==> config.mk <==
export PLATFORM = sky130hd
export DESIGN_NAME = deferred_condition_trigger_table
export DESIGN_NICKNAME = d
export VERILOG_FILES = /design/src/design/dctt_pkg.sv /design/src/design/dctt_alu.sv /design/src/design/dctt_chan_mem.sv /design/src/design/deferred_condition_trigger_table.sv
export SDC_FILE = /design/constraint.sdc
export NUM_CORES = 2
export LEC_CHECK = 0
export ABC_AREA = 1
export BUFFER_PORTS_ARGS = -buffer_cell sky130_fd_sc_hd__buf_2
export CORE_UTILIZATION = 30
export CTS_CLUSTER_DIAMETER = 30
export DETAILED_ROUTE_END_ITERATION = 16
export SYNTH_ARGS = -nofsm -noshare
export SYNTH_HDL_FRONTEND = slang
export SYNTH_SLANG_ARGS = --single-unit
==> constraint.sdc <==
create_clock -name clock -period 15.31 [get_ports clock]
set_input_delay 0 -clock clock [delete_from_list [all_inputs] [get_ports clock]]
set_output_delay 0 -clock clock [all_outputs]
set_load 0.05 [all_outputs]
==> src/design/dctt_pkg.sv <==
// ----------------------------------------------------------------------------
// Deferred condition trigger table: shared definitions
// Operation codes, condition codes, result kinds, tolerances, sequencer
// states and the record types passed between the modules.
// ----------------------------------------------------------------------------
package dctt_pkg;

   // Operation codes of an input word.
   typedef enum logic [1:0] {
      OP_ADD       = 2'd0,
      OP_SET_CLOCK = 2'd1,
      OP_SAMPLE    = 2'd2,
      OP_SCAN      = 2'd3
   } op_type;

   // Condition codes; code seven behaves as never.
   localparam logic [2:0] COND_GE    = 3'd0;
   localparam logic [2:0] COND_LE    = 3'd1;
   localparam logic [2:0] COND_W1    = 3'd2;
   localparam logic [2:0] COND_W10   = 3'd3;
   localparam logic [2:0] COND_W100  = 3'd4;
   localparam logic [2:0] COND_W1000 = 3'd5;
   localparam logic [2:0] COND_NEVER = 3'd6;

   // Result kinds.
   localparam logic [1:0] KIND_ADDED = 2'd0;
   localparam logic [1:0] KIND_FULL  = 2'd1;
   localparam logic [1:0] KIND_FIRED = 2'd2;
   localparam logic [1:0] KIND_SPARE = 2'd3;

   // Tolerances in raw Q24.8 units, at the width of the difference.
   localparam logic signed [32:0] TOL_1    = 33'sd256;
   localparam logic signed [32:0] TOL_10   = 33'sd2560;
   localparam logic signed [32:0] TOL_100  = 33'sd25600;
   localparam logic signed [32:0] TOL_1000 = 33'sd256000;

   // Width of the channel field on the ports.
   localparam int CHAN_FIELD_W = 4;

   // Sequencer states, one-hot.
   typedef enum logic [7:0] {
      ST_IDLE   = 8'b00000001,
      ST_FIND   = 8'b00000010,
      ST_WRITE  = 8'b00000100,
      ST_REJECT = 8'b00001000,
      ST_ADDR   = 8'b00010000,
      ST_CHAN   = 8'b00100000,
      ST_EVAL   = 8'b01000000,
      ST_CLOSE  = 8'b10000000
   } state_type;

   // One stored task.
   typedef struct packed {
      logic [7:0]         task_id;
      logic [3:0]         channel;
      logic [2:0]         condition;
      logic signed [31:0] target;
      logic [32:0]        deadline;
   } slot_rec_type;

   // What the shared arithmetic unit reports.
   typedef struct packed {
      logic               cond_met;
      logic signed [31:0] sat_sum;
   } alu_res_type;

endpackage

==> src/design/dctt_alu.sv <==
// ----------------------------------------------------------------------------
// Deferred condition trigger table: shared arithmetic unit
// One 33-bit adder serves both the saturated target sum of an add and the
// difference against the target in a scan, followed by the condition test.
// ----------------------------------------------------------------------------
module dctt_alu (
   input  logic                  sub,
   input  logic signed [31:0]    op_a,
   input  logic signed [31:0]    op_b,
   input  logic [2:0]            condition,
   output dctt_pkg::alu_res_type res
);
   import dctt_pkg::*;

   logic [32:0]        b_ext;
   logic [32:0]        b_opnd;
   logic signed [32:0] sum;

   // Add or subtract in 33 bits, so neither can overflow.
   assign b_ext  = {op_b[31], op_b};
   assign b_opnd = sub ? ~b_ext : b_ext;
   assign sum    = $signed({op_a[31], op_a} + b_opnd + {32'd0, sub});

   // Saturate the sum to the signed 32-bit range, and test the condition on
   // the difference current minus target.
   always_comb begin
      if (sum[32] != sum[31]) begin
         res.sat_sum = sum[32] ? 32'sh8000_0000 : 32'sh7FFF_FFFF;
      end else begin
         res.sat_sum = sum[31:0];
      end

      unique case (condition)
         COND_GE:    res.cond_met = !sum[32];
         COND_LE:    res.cond_met = sum[32] || (sum == 33'sd0);
         COND_W1:    res.cond_met = (sum > -TOL_1) && (sum < TOL_1);
         COND_W10:   res.cond_met = (sum > -TOL_10) && (sum < TOL_10);
         COND_W100:  res.cond_met = (sum > -TOL_100) && (sum < TOL_100);
         COND_W1000: res.cond_met = (sum > -TOL_1000) && (sum < TOL_1000);
         COND_NEVER: res.cond_met = 1'b0;
         default:    res.cond_met = 1'b0;
      endcase
   end

endmodule

==> src/design/dctt_chan_mem.sv <==
// ----------------------------------------------------------------------------
// Deferred condition trigger table: channel value memory
// Holds the latest value of each monitored channel. Entries carry valid bits
// so that unwritten channels, and channels out of range, read as zero.
// ----------------------------------------------------------------------------
module dctt_chan_mem #(
   parameter int CHANNELS = 16
) (
   input  logic                                 clock,
   input  logic                                 reset,
   input  logic                                 wr_en,
   input  logic [dctt_pkg::CHAN_FIELD_W-1:0]    wr_chan,
   input  logic signed [31:0]                   wr_data,
   input  logic [dctt_pkg::CHAN_FIELD_W-1:0]    rd_chan,
   output logic signed [31:0]                   rd_data
);
   import dctt_pkg::*;

   localparam int CH_W = (CHANNELS > 1) ? $clog2(CHANNELS) : 1;

   logic signed [31:0] mem [CHANNELS];
   logic [CHANNELS-1:0] valid_ff;
   logic [CHANNELS-1:0] valid_in;
   logic [CH_W-1:0]     wr_idx;
   logic [CH_W-1:0]     rd_idx;
   logic                wr_ok;
   logic                rd_in_range;
   logic                rd_ok_ff;
   logic signed [31:0]  rd_data_ff;

   // Range checks against the channel count.
   assign wr_idx      = CH_W'(wr_chan);
   assign rd_idx      = CH_W'(rd_chan);
   assign wr_ok       = wr_en && ({5'd0, wr_chan} < 9'(CHANNELS));
   assign rd_in_range = {5'd0, rd_chan} < 9'(CHANNELS);

   // Valid bits: set on the first write to each channel.
   always_comb begin
      valid_in = valid_ff;
      if (wr_ok) begin
         valid_in[wr_idx] = 1'b1;
      end
   end

   always_ff @(posedge clock) begin
      if (reset) begin
         valid_ff <= '0;
         rd_ok_ff <= 1'b0;
      end else begin
         valid_ff <= valid_in;
         rd_ok_ff <= rd_in_range && valid_ff[rd_idx];
      end
   end

   // Storage with a registered read port.
   always_ff @(posedge clock) begin
      if (wr_ok) begin
         mem[wr_idx] <= wr_data;
      end
      rd_data_ff <= mem[rd_idx];
   end

   assign rd_data = rd_ok_ff ? rd_data_ff : 32'sd0;

endmodule

==> src/design/deferred_condition_trigger_table.sv <==
// Set clock and sample give no word; one word is taken at a time.
// An add walks ST_FIND from slot zero up to the lowest free slot, then stores and
// responds in ST_WRITE, or rejects in ST_REJECT when every slot is busy.
// A scan skips free slots in ST_ADDR and takes each busy one through ST_CHAN and
// ST_EVAL, then closes in ST_CLOSE. The slots are walked through one compare unit.
// Result stalls hold the sequencer. Reset clears the busy bits, channel valid bits and clock.
// ----------------------------------------------------------------------------
// Deferred condition trigger table
// Slot table of deferred tasks, each watching a channel against a target
// and an optional deadline, walked by a small sequencer for add and scan.
// ----------------------------------------------------------------------------
module deferred_condition_trigger_table #(
   parameter int SLOTS    = 8,
   parameter int CHANNELS = 16
) (
   input  logic               clock,
   input  logic               reset,
   input  logic               req_valid,
   output logic               req_ready,
   input  logic [1:0]         req_op,
   input  logic [7:0]         req_task_id,
   input  logic [3:0]         req_channel,
   input  logic [2:0]         req_condition,
   input  logic signed [31:0] req_offset,
   input  logic [31:0]        req_timeout,
   input  logic [31:0]        req_time_now,
   input  logic signed [31:0] req_sample,
   output logic               rsp_valid,
   input  logic               rsp_ready,
   output logic [1:0]         rsp_kind,
   output logic [2:0]         rsp_slot,
   output logic [7:0]         rsp_fired_task,
   output logic               rsp_last
);
   import dctt_pkg::*;

   localparam int              SLOT_W   = (SLOTS > 1) ? $clog2(SLOTS) : 1;
   localparam logic [SLOT_W-1:0] LAST_IDX = SLOT_W'(SLOTS - 1);

   // Sequencer and table state.
   state_type          state_ff, state_in;
   logic [SLOT_W-1:0]  idx_ff, idx_in;
   logic [SLOTS-1:0]   busy_ff, busy_in;
   logic [31:0]        clock_ff, clock_in;

   // Captured add request.
   logic [7:0]         item_task_ff, item_task_in;
   logic [3:0]         item_channel_ff, item_channel_in;
   logic [2:0]         item_cond_ff, item_cond_in;
   logic signed [31:0] item_offset_ff, item_offset_in;
   logic [31:0]        item_timeout_ff, item_timeout_in;

   // Fired slot held back until it is known whether it is the last one.
   logic               pend_valid_ff, pend_valid_in;
   logic [SLOT_W-1:0]  pend_slot_ff, pend_slot_in;
   logic [7:0]         pend_task_ff, pend_task_in;

   // Output register.
   logic               rsp_valid_ff, rsp_valid_in;
   logic [1:0]         rsp_kind_ff, rsp_kind_in;
   logic [2:0]         rsp_slot_ff, rsp_slot_in;
   logic [7:0]         rsp_task_ff, rsp_task_in;
   logic               rsp_last_ff, rsp_last_in;

   // Slot memory.
   slot_rec_type       slot_mem [SLOTS];
   slot_rec_type       slot_rd_ff;
   slot_rec_type       slot_wr;
   logic               slot_we;

   // Shared datapath.
   logic               out_free;
   logic               is_last;
   logic               scan_rd;
   logic               chan_we;
   logic [3:0]         chan_rd_addr;
   logic signed [31:0] chan_value;
   alu_res_type        alu_res;
   logic               dl_hit;
   logic               fire;
   logic [32:0]        add_deadline;

   assign req_ready = (state_ff == ST_IDLE);
   assign out_free  = !rsp_valid_ff || rsp_ready;
   assign is_last   = (idx_ff == LAST_IDX);
   assign scan_rd   = (state_ff == ST_CHAN) || (state_ff == ST_EVAL);

   // Channel values, read for the add target or the slot under scan.
   assign chan_we      = req_valid && req_ready && (op_type'(req_op) == OP_SAMPLE);
   assign chan_rd_addr = scan_rd ? slot_rd_ff.channel : item_channel_ff;

   dctt_chan_mem #(
      .CHANNELS (CHANNELS)
   ) u_chan_mem (
      .clock   (clock),
      .reset   (reset),
      .wr_en   (chan_we),
      .wr_chan (req_channel),
      .wr_data (req_sample),
      .rd_chan (chan_rd_addr),
      .rd_data (chan_value)
   );

   // One adder: target sum during an add, difference during a scan.
   dctt_alu u_alu (
      .sub       (scan_rd),
      .op_a      (chan_value),
      .op_b      (scan_rd ? slot_rd_ff.target : item_offset_ff),
      .condition (slot_rd_ff.condition),
      .res       (alu_res)
   );

   // Deadline test and the deadline of a new task.
   assign dl_hit       = (slot_rd_ff.deadline != 33'd0) &&
                         ({1'b0, clock_ff} >= slot_rd_ff.deadline);
   assign fire         = alu_res.cond_met || dl_hit;
   assign add_deadline = (item_timeout_ff == 32'd0) ? 33'd0 :
                         ({1'b0, clock_ff} + {1'b0, item_timeout_ff});

   always_comb begin
      slot_wr.task_id   = item_task_ff;
      slot_wr.channel   = item_channel_ff;
      slot_wr.condition = item_cond_ff;
      slot_wr.target    = alu_res.sat_sum;
      slot_wr.deadline  = add_deadline;
   end

   // Sequencer.
   always_comb begin
      state_in        = state_ff;
      idx_in          = idx_ff;
      busy_in         = busy_ff;
      clock_in        = clock_ff;
      item_task_in    = item_task_ff;
      item_channel_in = item_channel_ff;
      item_cond_in    = item_cond_ff;
      item_offset_in  = item_offset_ff;
      item_timeout_in = item_timeout_ff;
      pend_valid_in   = pend_valid_ff;
      pend_slot_in    = pend_slot_ff;
      pend_task_in    = pend_task_ff;
      rsp_valid_in    = rsp_valid_ff && !rsp_ready;
      rsp_kind_in     = rsp_kind_ff;
      rsp_slot_in     = rsp_slot_ff;
      rsp_task_in     = rsp_task_ff;
      rsp_last_in     = rsp_last_ff;
      slot_we         = 1'b0;

      unique case (state_ff)
         ST_IDLE: begin
            if (req_valid) begin
               unique case (op_type'(req_op))
                  OP_ADD: begin
                     item_task_in    = req_task_id;
                     item_channel_in = req_channel;
                     item_cond_in    = req_condition;
                     item_offset_in  = req_offset;
                     item_timeout_in = req_timeout;
                     idx_in          = '0;
                     state_in        = ST_FIND;
                  end
                  OP_SET_CLOCK: begin
                     clock_in = req_time_now;
                  end
                  OP_SAMPLE: begin
                     // Written into the channel memory directly.
                  end
                  OP_SCAN: begin
                     idx_in        = '0;
                     pend_valid_in = 1'b0;
                     state_in      = ST_ADDR;
                  end
                  default: begin
                  end
               endcase
            end
         end
         ST_FIND: begin
            // Walk up to the lowest free slot.
            if (!busy_ff[idx_ff]) begin
               state_in = ST_WRITE;
            end else if (is_last) begin
               state_in = ST_REJECT;
            end else begin
               idx_in = idx_ff + 1'b1;
            end
         end
         ST_WRITE: begin
            if (out_free) begin
               slot_we          = 1'b1;
               busy_in[idx_ff]  = 1'b1;
               rsp_valid_in     = 1'b1;
               rsp_kind_in      = KIND_ADDED;
               rsp_slot_in      = 3'(idx_ff);
               rsp_task_in      = 8'd0;
               rsp_last_in      = 1'b1;
               state_in         = ST_IDLE;
            end
         end
         ST_REJECT: begin
            if (out_free) begin
               rsp_valid_in = 1'b1;
               rsp_kind_in  = KIND_FULL;
               rsp_slot_in  = 3'd0;
               rsp_task_in  = 8'd0;
               rsp_last_in  = 1'b1;
               state_in     = ST_IDLE;
            end
         end
         ST_ADDR: begin
            // Free slots are skipped; the end of the walk closes the scan.
            if (busy_ff[idx_ff]) begin
               state_in = ST_CHAN;
            end else if (is_last) begin
               state_in = ST_CLOSE;
            end else begin
               idx_in = idx_ff + 1'b1;
            end
         end
         ST_CHAN: begin
            // Channel value of this slot arrives in the next cycle.
            state_in = ST_EVAL;
         end
         ST_EVAL: begin
            if (!fire || !pend_valid_ff || out_free) begin
               if (fire) begin
                  if (pend_valid_ff) begin
                     rsp_valid_in = 1'b1;
                     rsp_kind_in  = KIND_FIRED;
                     rsp_slot_in  = 3'(pend_slot_ff);
                     rsp_task_in  = pend_task_ff;
                     rsp_last_in  = 1'b0;
                  end
                  pend_valid_in   = 1'b1;
                  pend_slot_in    = idx_ff;
                  pend_task_in    = slot_rd_ff.task_id;
                  busy_in[idx_ff] = 1'b0;
               end
               // After the last slot the scan is closed.
               if (is_last) begin
                  state_in = ST_CLOSE;
               end else begin
                  state_in = ST_ADDR;
                  idx_in   = idx_ff + 1'b1;
               end
            end
         end
         ST_CLOSE: begin
            // The held fired slot, if any, goes out as the last word.
            if (!pend_valid_ff) begin
               state_in = ST_IDLE;
            end else if (out_free) begin
               rsp_valid_in  = 1'b1;
               rsp_kind_in   = KIND_FIRED;
               rsp_slot_in   = 3'(pend_slot_ff);
               rsp_task_in   = pend_task_ff;
               rsp_last_in   = 1'b1;
               pend_valid_in = 1'b0;
               state_in      = ST_IDLE;
            end
         end
         default: begin
            state_in = ST_IDLE;
         end
      endcase
   end

   // Control registers.
   always_ff @(posedge clock) begin
      if (reset) begin
         state_ff      <= ST_IDLE;
         busy_ff       <= '0;
         clock_ff      <= 32'd0;
         pend_valid_ff <= 1'b0;
         rsp_valid_ff  <= 1'b0;
      end else begin
         state_ff      <= state_in;
         busy_ff       <= busy_in;
         clock_ff      <= clock_in;
         pend_valid_ff <= pend_valid_in;
         rsp_valid_ff  <= rsp_valid_in;
      end
   end

   // Payload registers.
   always_ff @(posedge clock) begin
      idx_ff          <= idx_in;
      item_task_ff    <= item_task_in;
      item_channel_ff <= item_channel_in;
      item_cond_ff    <= item_cond_in;
      item_offset_ff  <= item_offset_in;
      item_timeout_ff <= item_timeout_in;
      pend_slot_ff    <= pend_slot_in;
      pend_task_ff    <= pend_task_in;
      rsp_kind_ff     <= rsp_kind_in;
      rsp_slot_ff     <= rsp_slot_in;
      rsp_task_ff     <= rsp_task_in;
      rsp_last_ff     <= rsp_last_in;
   end

   // Slot memory with a registered read at the walk index.
   always_ff @(posedge clock) begin
      if (slot_we) begin
         slot_mem[idx_ff] <= slot_wr;
      end
      slot_rd_ff <= slot_mem[idx_ff];
   end

   assign rsp_valid      = rsp_valid_ff;
   assign rsp_kind       = rsp_kind_ff;
   assign rsp_slot       = rsp_slot_ff;
   assign rsp_fired_task = rsp_task_ff;
   assign rsp_last       = rsp_last_ff;

   // Add results are single words with no task identifier.
   a_add_single: assert property (@(posedge clock) disable iff (reset)
      (rsp_valid && (rsp_kind != KIND_FIRED)) |-> (rsp_last && (rsp_fired_task == 8'd0)))
      else $error("add result without last or with a task identifier");

   // The spare result kind is never produced.
   a_kind_legal: assert property (@(posedge clock) disable iff (reset)
      rsp_valid |-> (rsp_kind != KIND_SPARE))
      else $error("illegal result kind");

   // A scan or an add keeps the block busy in the following cycle.
   a_busy_after_walk: assert property (@(posedge clock) disable iff (reset)
      (req_valid && req_ready && ((req_op == OP_SCAN) || (req_op == OP_ADD)))
      |=> !req_ready)
      else $error("ready while walking the slots");

   // A stalled result word is not overwritten.
   a_rsp_hold: assert property (@(posedge clock) disable iff (reset)
      (rsp_valid && !rsp_ready) |=> (rsp_valid && $stable(rsp_slot) &&
                                     $stable(rsp_fired_task) && $stable(rsp_last)))
      else $error("result word changed while stalled");

endmodule
# Word-level counts from Yosys, hierarchy flattened
# Memories as Yosys holds them, arrays and structs flattened. A register that Yosys moved wholly into a read port is not among the register bits.
# Cells that the tools add are included.
[op_classes] n_addsub=4 magnitude_cmp=14 eq_ne=34 mux=86 bitwise_logic=5 n_reduce_logical=43
[ops] operator="8-bit 2-to-1 mux" count=18
[ops] operator="32-bit 2-to-1 mux" count=4
[ops] operator="33-bit 2-to-1 mux" count=2
[ops] operator="8-bit one-hot mux with 7 select lines" count=1
[ops] operator="3-bit 2-to-1 mux" count=13
[ops] operator="32-bit by 32-bit adder with 33-bit output" count=1
[ops] operator="33-bit by 1-bit adder with 33-bit output" count=1
[ops] operator="33-bit adder" count=1
[ops] operator="32-bit by 33-bit greater-or-equal comparator with 1-bit output" count=1
[ops] operator="33-bit by 13-bit greater-than comparator with 1-bit output (second input constant)" count=1
[ops] operator="33-bit by 16-bit greater-than comparator with 1-bit output (second input constant)" count=1
[ops] operator="33-bit by 19-bit greater-than comparator with 1-bit output (second input constant)" count=1
[ops] operator="33-bit by 9-bit greater-than comparator with 1-bit output (second input constant)" count=1
[ops] operator="33-bit zero test" count=1
[ops] operator="33-bit by 10-bit less-than comparator with 1-bit output (second input constant)" count=1
[ops] operator="33-bit by 13-bit less-than comparator with 1-bit output (second input constant)" count=1
[ops] operator="33-bit by 16-bit less-than comparator with 1-bit output (second input constant)" count=1
[ops] operator="33-bit by 19-bit less-than comparator with 1-bit output (second input constant)" count=1
[ops] operator="33-bit inverter" count=1
[ops] operator="33-bit nonzero test" count=1
[ops] operator="32-bit zero test" count=1
[ops] operator="8-bit one-hot mux with 2 select lines" count=2
[ops] operator="1-bit 2-to-1 mux" count=26
[ops] operator="3-bit one-hot mux with 4 select lines" count=2
[ops] operator="52 further kinds" count=102
[totals] regBits=174 mem_bits_rw=1152 inputBits=149 memories=2
[memory_table] memory="slot_mem" depth=8 word_bits=80 rd=1 rd_clocked_by_memory_dff=1 wr=1 line_no="deferred_condition_trigger_table.sv:66" text="slot_rec_type slot_mem [SLOTS];"
[memory_table] memory="u_chan_mem.mem" depth=16 word_bits=32 rd=1 rd_clocked_by_memory_dff=1 wr=1 line_no="dctt_chan_mem.sv:21" text="logic signed [31:0] mem [CHANNELS];"

# Longest topological paths before layout
[depth] word_depth=16 depth_mapped=44 ltp_nobuf=43

# By module
# Synthesis repeated with hierarchy kept, for this count alone.
[unflattened] hier_cells=5014 hier_area_um2=59858.7
[by_module_without_submodules] module="deferred_condition_trigger_table" n_inst=1 cells_per_inst=2394 area_each_um2=33666.0
[by_module_without_submodules] module="dctt_chan_mem" n_inst=1 cells_per_inst=1715 area_each_um2=21798.4
[by_module_without_submodules] module="dctt_alu" n_inst=1 cells_per_inst=905 area_each_um2=4394.2

# Least setup slack after synthesis
# OpenSTA, ideal clock, no wires.
[synth_path] kind="reg-to-reg" start="reg state_ff[7]" end="mem slot_mem[0][0] in the netlist's numbering, enable pin" setup_time_ns=0.716 t_arrival_ns=8.780 slack_ns=5.814 path_stages_with_launch=8 path_buffers=0 synth_period_minus_slack_ns=9.496 cell_sequence="dfxtp_1 inv_1 nand2_1 nor2_1 inv_1 nor4_1 nand2_1 nor4_1"
[synth_via] elab_chain_cells=4
[synth_lines] item="start, declared" line_no="deferred_condition_trigger_table.sv:41" text="state_type state_ff, state_in;"
[synth_lines] item="start signal, assigned" line_no="deferred_condition_trigger_table.sv:277" text="state_ff <= state_in;"
[synth_lines] item="8-bit by 3-bit == test with 1-bit output" line_no="deferred_condition_trigger_table.sv:149" text="unique case (state_ff)"
[synth_lines] item="1-bit 2-to-1 mux" line_no="deferred_condition_trigger_table.sv:149"
[synth_lines] item="1-bit 2-to-1 mux" line_no="deferred_condition_trigger_table.sv:303" text="if (slot_we) begin"
[synth_lines] item="1-bit 2-to-1 mux (implied by the code)" line_no="deferred_condition_trigger_table.sv:304" text="slot_mem[idx_ff] <= slot_wr;"
[synth_lines] item="end, declared" line_no="deferred_condition_trigger_table.sv:66"
# Every way passes these cells.

# Final worst setup path
[layout_path] start="reg state_ff[1]" end="reg state_ff[1]"
[layout_via] elab_chain_cells=16 elab_cells_between_ends=44 cone_classes="add/sub: 2; order compare: 8; eq/ne: 13; mux: 6; bitwise: 1; reduce/logical: 14"
[layout_lines] item="8-bit by 6-bit == test with 1-bit output / 8-bit by 7-bit == test with 1-bit output (equally long branches)" line_no="deferred_condition_trigger_table.sv:86, deferred_condition_trigger_table.sv:149"
[layout_lines] item="1-bit logical OR" line_no="deferred_condition_trigger_table.sv:86" text="assign scan_rd = (state_ff == ST_CHAN) || (state_ff == ST_EVAL);"
[layout_lines] item="32-bit 2-to-1 mux" line_no="deferred_condition_trigger_table.sv:108" text=".op_b (scan_rd ? slot_rd_ff.target : item_offset_ff),"
[layout_lines] item="33-bit inverter" line_no="dctt_alu.sv:21" text="assign b_opnd = sub ? ~b_ext : b_ext;"
[layout_lines] item="33-bit 2-to-1 mux" line_no="dctt_alu.sv:21"
[layout_lines] item="33-bit adder" line_no="dctt_alu.sv:22" text="assign sum = $signed({op_a[31], op_a} + b_opnd + {32'd0, sub});"
[layout_lines] item="33-bit by 1-bit adder with 33-bit output" line_no="dctt_alu.sv:22"
[layout_lines] item="33-bit by 19-bit greater-than comparator with 1-bit output (tied with other cells)" line_no="dctt_alu.sv:39" text="COND_W1000: res.cond_met = (sum > -TOL_1000) && (sum < TOL_1000);"
[layout_lines] item="1-bit logical AND (tied with other cells)" line_no="dctt_alu.sv:39"
[layout_lines] item="1-bit one-hot mux with 6 select lines" line_no="dctt_alu.sv:33" text="unique case (condition)"
[layout_lines] item="1-bit logical OR" line_no="deferred_condition_trigger_table.sv:116" text="assign fire = alu_res.cond_met || dl_hit;"
[layout_lines] item="1-bit zero test" line_no="deferred_condition_trigger_table.sv:225" text="if (!fire || !pend_valid_ff || out_free) begin"
[layout_lines] item="1-bit logical OR (2 in series)" line_no="deferred_condition_trigger_table.sv:225"
[layout_lines] item="2-bit by 1-bit != test with 1-bit output (no line)"
[layout_lines] item="5-bit AND reduction (no line)"
# Several ways; a longest one is shown, not always the timed one.
# A chain may end at the register's enable or synchronous reset.

==> run metrics <==
status completed; clk slew on worst S/H paths 0.05 ns; DRT iter0 DRCs 3331; Final nets 5321; Yosys top cell by area edfxtp_1; Worst-Margin Slew 1.29 ns; Slew Viols, Final 0; Synth Area in Adders 0.0229; ANT nets after route 0; area share of the largest cell type after synthesis 0.657; Largest delay share family, worst path simple AND/OR/NAND/NOR gates; Crit Path Class reg -> reg; Worst Skew 0.0274 ns; Critical Path AT 7.39 ns; vias in the first global route 38.2k; Max IR drop VDD 0.000116 V; worst slew margin relative to its limit 0.131; Reg2Reg Launch Point state_ff[1]; Synth area leaders edfxtp_1 66%, dfxtp_1 6.2%, nand2_1 4.0%; worst-skew pair later-pin latency 0.83 ns; Final TNS setup 0 ns; PortBufs 164; Post-synth ARST share 0; DRT Pass-1 Iters 6; Core ar. 0.190 mm2; # clock sinks 1438; Worst Path Required 16.02 ns; largest family of logic cells by synthesized area compound AO/OA/AOI/OAI gates; CP peak stage delay 0.72 ns; most frequent CP cell nand2_1; H-tree levels 4; via count 38.7k; CTS root buffer clkbuf_16; Post-Synthesis Cells 4544; P&R area growth vs syn 25.3%; routed len/inst 21.0 um; Yosys reg bits 1438; mux contribution to synthesized area 0; Crit-path slowest cell dlygate4sd3_1; pwr/cell area 161 mW/mm2; die area 0.193 mm2; post-DP HPWL 90.7 mm; minimum clock period after layout 6.68 ns; WL final 163 mm; drc violations 0; setup bufs post-CTS 0; critical path fanouts, max 63; Tcrit/Tclk final 0.436; largest net degree at the start of global routing 247; GRT overflow 0; RSZ-0062 raised after global routing no; Post-Syn Area 0.0575 mm2; total track usage 0.165; number of library cell types mapped by synthesis 53; starting density of the core 0.302; vias per cell 4.98; Fin. Hold Viols 0; num ports 165; syn_nets 4797; die width 440 um; WP buf/inv 9; placer's final routability congestion estimate 0.900; CTS buffer count 218; startpoint types flip-flop; FMAX 150 MHz; top_reg_cell synth edfxtp_1; Mean Syn Cell Area 12.7 um2; Compound-Gate Fraction of Synth Area 0.113; Synth Warn # 0; CTS max path bufs 3; number of synthesized flops with an enable pin 1259; simple logic cell fraction of the synthesized area 0.106; Min-Delay Path Class in -> reg; post-route insts no fill 7779; first-pass GRT wire length 241 mm; count leader, synth edfxtp_1; Inst Count DP 7074; Die Height 440 um; share of layout cells above drive strength 1 0.135; XOR/XNOR Fraction of Synth Area 0.00289; sequential fraction of the synthesis area 0.720; Worst Setup SP state_ff[1]; HP Start req_channel[2]; CTS tree yes; Lkg Pwr 25.5 nW; num rows 160; commonest cells in the netlist 1259 x edfxtp_1, 617 x nand2_1, 460 x nor2_1, 428 x o21ai_0, 301 x inv_1; hold_ws 0.0631 ns; setup violators final 0; Worst setup EP type flip-flop; Max Cap Viol 0; initial antenna violation count 13
registers in the layout, summed over array words and instances (netlist names), 4 cells and up, named ones only:
name / cells
clock_ff: 32
slot_rd_ff: 80
item_task_ff: 8
rsp_fired_task: 8
u_chan_mem.mem: 512
item_offset_ff: 32
item_timeout_ff: 32
pend_task_ff: 8
u_chan_mem.valid_ff: 16
slot_mem: 640
item_channel_ff: 4
u_chan_mem.rd_data_ff: 32
state_ff: 8
cell usage in the layout, fill, tap and decap left out, types with 33 or more instances in the layout:
| cell | synthesis | routed |
|---|---|---|
| edfxtp_1 | 1259 | 1259 |
| nand2_1 | 617 | 616 |
| nor2_1 | 460 | 436 |
| o21ai_0 | 428 | 426 |
| inv_1 | 301 | 298 |
| dlygate4sd3_1 | 0 | 285 |
| clkbuf_16 | 0 | 221 |
| dfxtp_1 | 179 | 179 |
| buf_2 | 3 | 164 |
| a21oi_1 | 157 | 157 |
| nand3_1 | 125 | 124 |
| nand4_1 | 109 | 109 |
| o221ai_1 | 104 | 104 |
| ha_1 | 102 | 101 |
| a22oi_1 | 97 | 97 |
| a221oi_1 | 66 | 66 |
| buf_4 | 1 | 66 |
| a22o_1 | 51 | 51 |
| inv_6 | 0 | 36 |
| o211ai_1 | 35 | 35 |
| o22ai_1 | 33 | 33 |
final timing paths:
kind | depth (start not counted) | to | slack, ns
worst max-delay path | 39 | state_ff[1] | 8.63
worst min-delay path | 2 | item_channel_ff[2] | 0.06
worst max register to register | 39 | state_ff[1] | 8.63
worst min register to register | 0 | pend_task_ff[4] | 0.40
layer usage:
metal  routed length (um)  global-route usage  part of all wire  up-vias
li1                     -                   -                 -    17939
met1                68200               0.211              0.42    19106
met2                80500               0.283              0.49     1362
met3                10500              0.0289             0.064      280
met4                 4130              0.0551             0.025       14
met5                   73                   0           0.00045        -
worst register-to-register path, delay by kind of cell (launching register included):
family                   cells  cell delay [ns]
AND/OR/NAND/NOR             21             2.18
flip-flops                   1             0.36
adder cells (fa/ha/maj)      2             0.66
AO/OA/AOI/OAI                7             1.58
buffers and inverters        9             1.79
kinds of logic (layout without fill, tap and decap cells):
kind of cell               Yosys count  count (layout)
AOI/OAI and AO/OA                 1036            1036
xor gates and xnor gates            19              19
adders and majority gates          104             104
buffers and inverters              523            1241
DFF                               1438            1438
other                                0               6
and+or+nand+nor                   1424            1424
where the power goes:
group	internal [mW]	switching [mW]
logic	0.535	1.17
clock network	3.18	1.95
registers	4.59	0.149
total	8.31	3.27
what timing repair did:
item,4_1_cts,5_1_grt
endpoints found under the hold margin,653,0
hold buffers,285,0
gates resized for setup,0,0
per-stage QoR:
step           cell area (um2)   util  worst slack, ns  power [mW]
2_1_floorplan            57500      -             5.81        5.79
3_3_place_gp             61500  0.323             8.30        6.42
3_5_place_dp             61500  0.323             8.29        6.44
4_1_cts                  72000  0.379             8.26        11.6
5_1_grt                  72000  0.379             7.88        12.0
6_report                 72000  0.379             8.63        11.6
cell type report:
class | count | area, um2
Antenna cell | 6 | 15.0
Clock buffer | 240 | 5630
Inverter | 311 | 1170
Tap cell | 2511 | 3140
Sequential cell | 1438 | 41400
Timing Repair Buffer | 516 | 4190
Clock inverter | 174 | 2080
Multi-Input combinational cell | 2583 | 14400
Fill cell | 17905 | 118000
(Power assumes the default switching activity.)
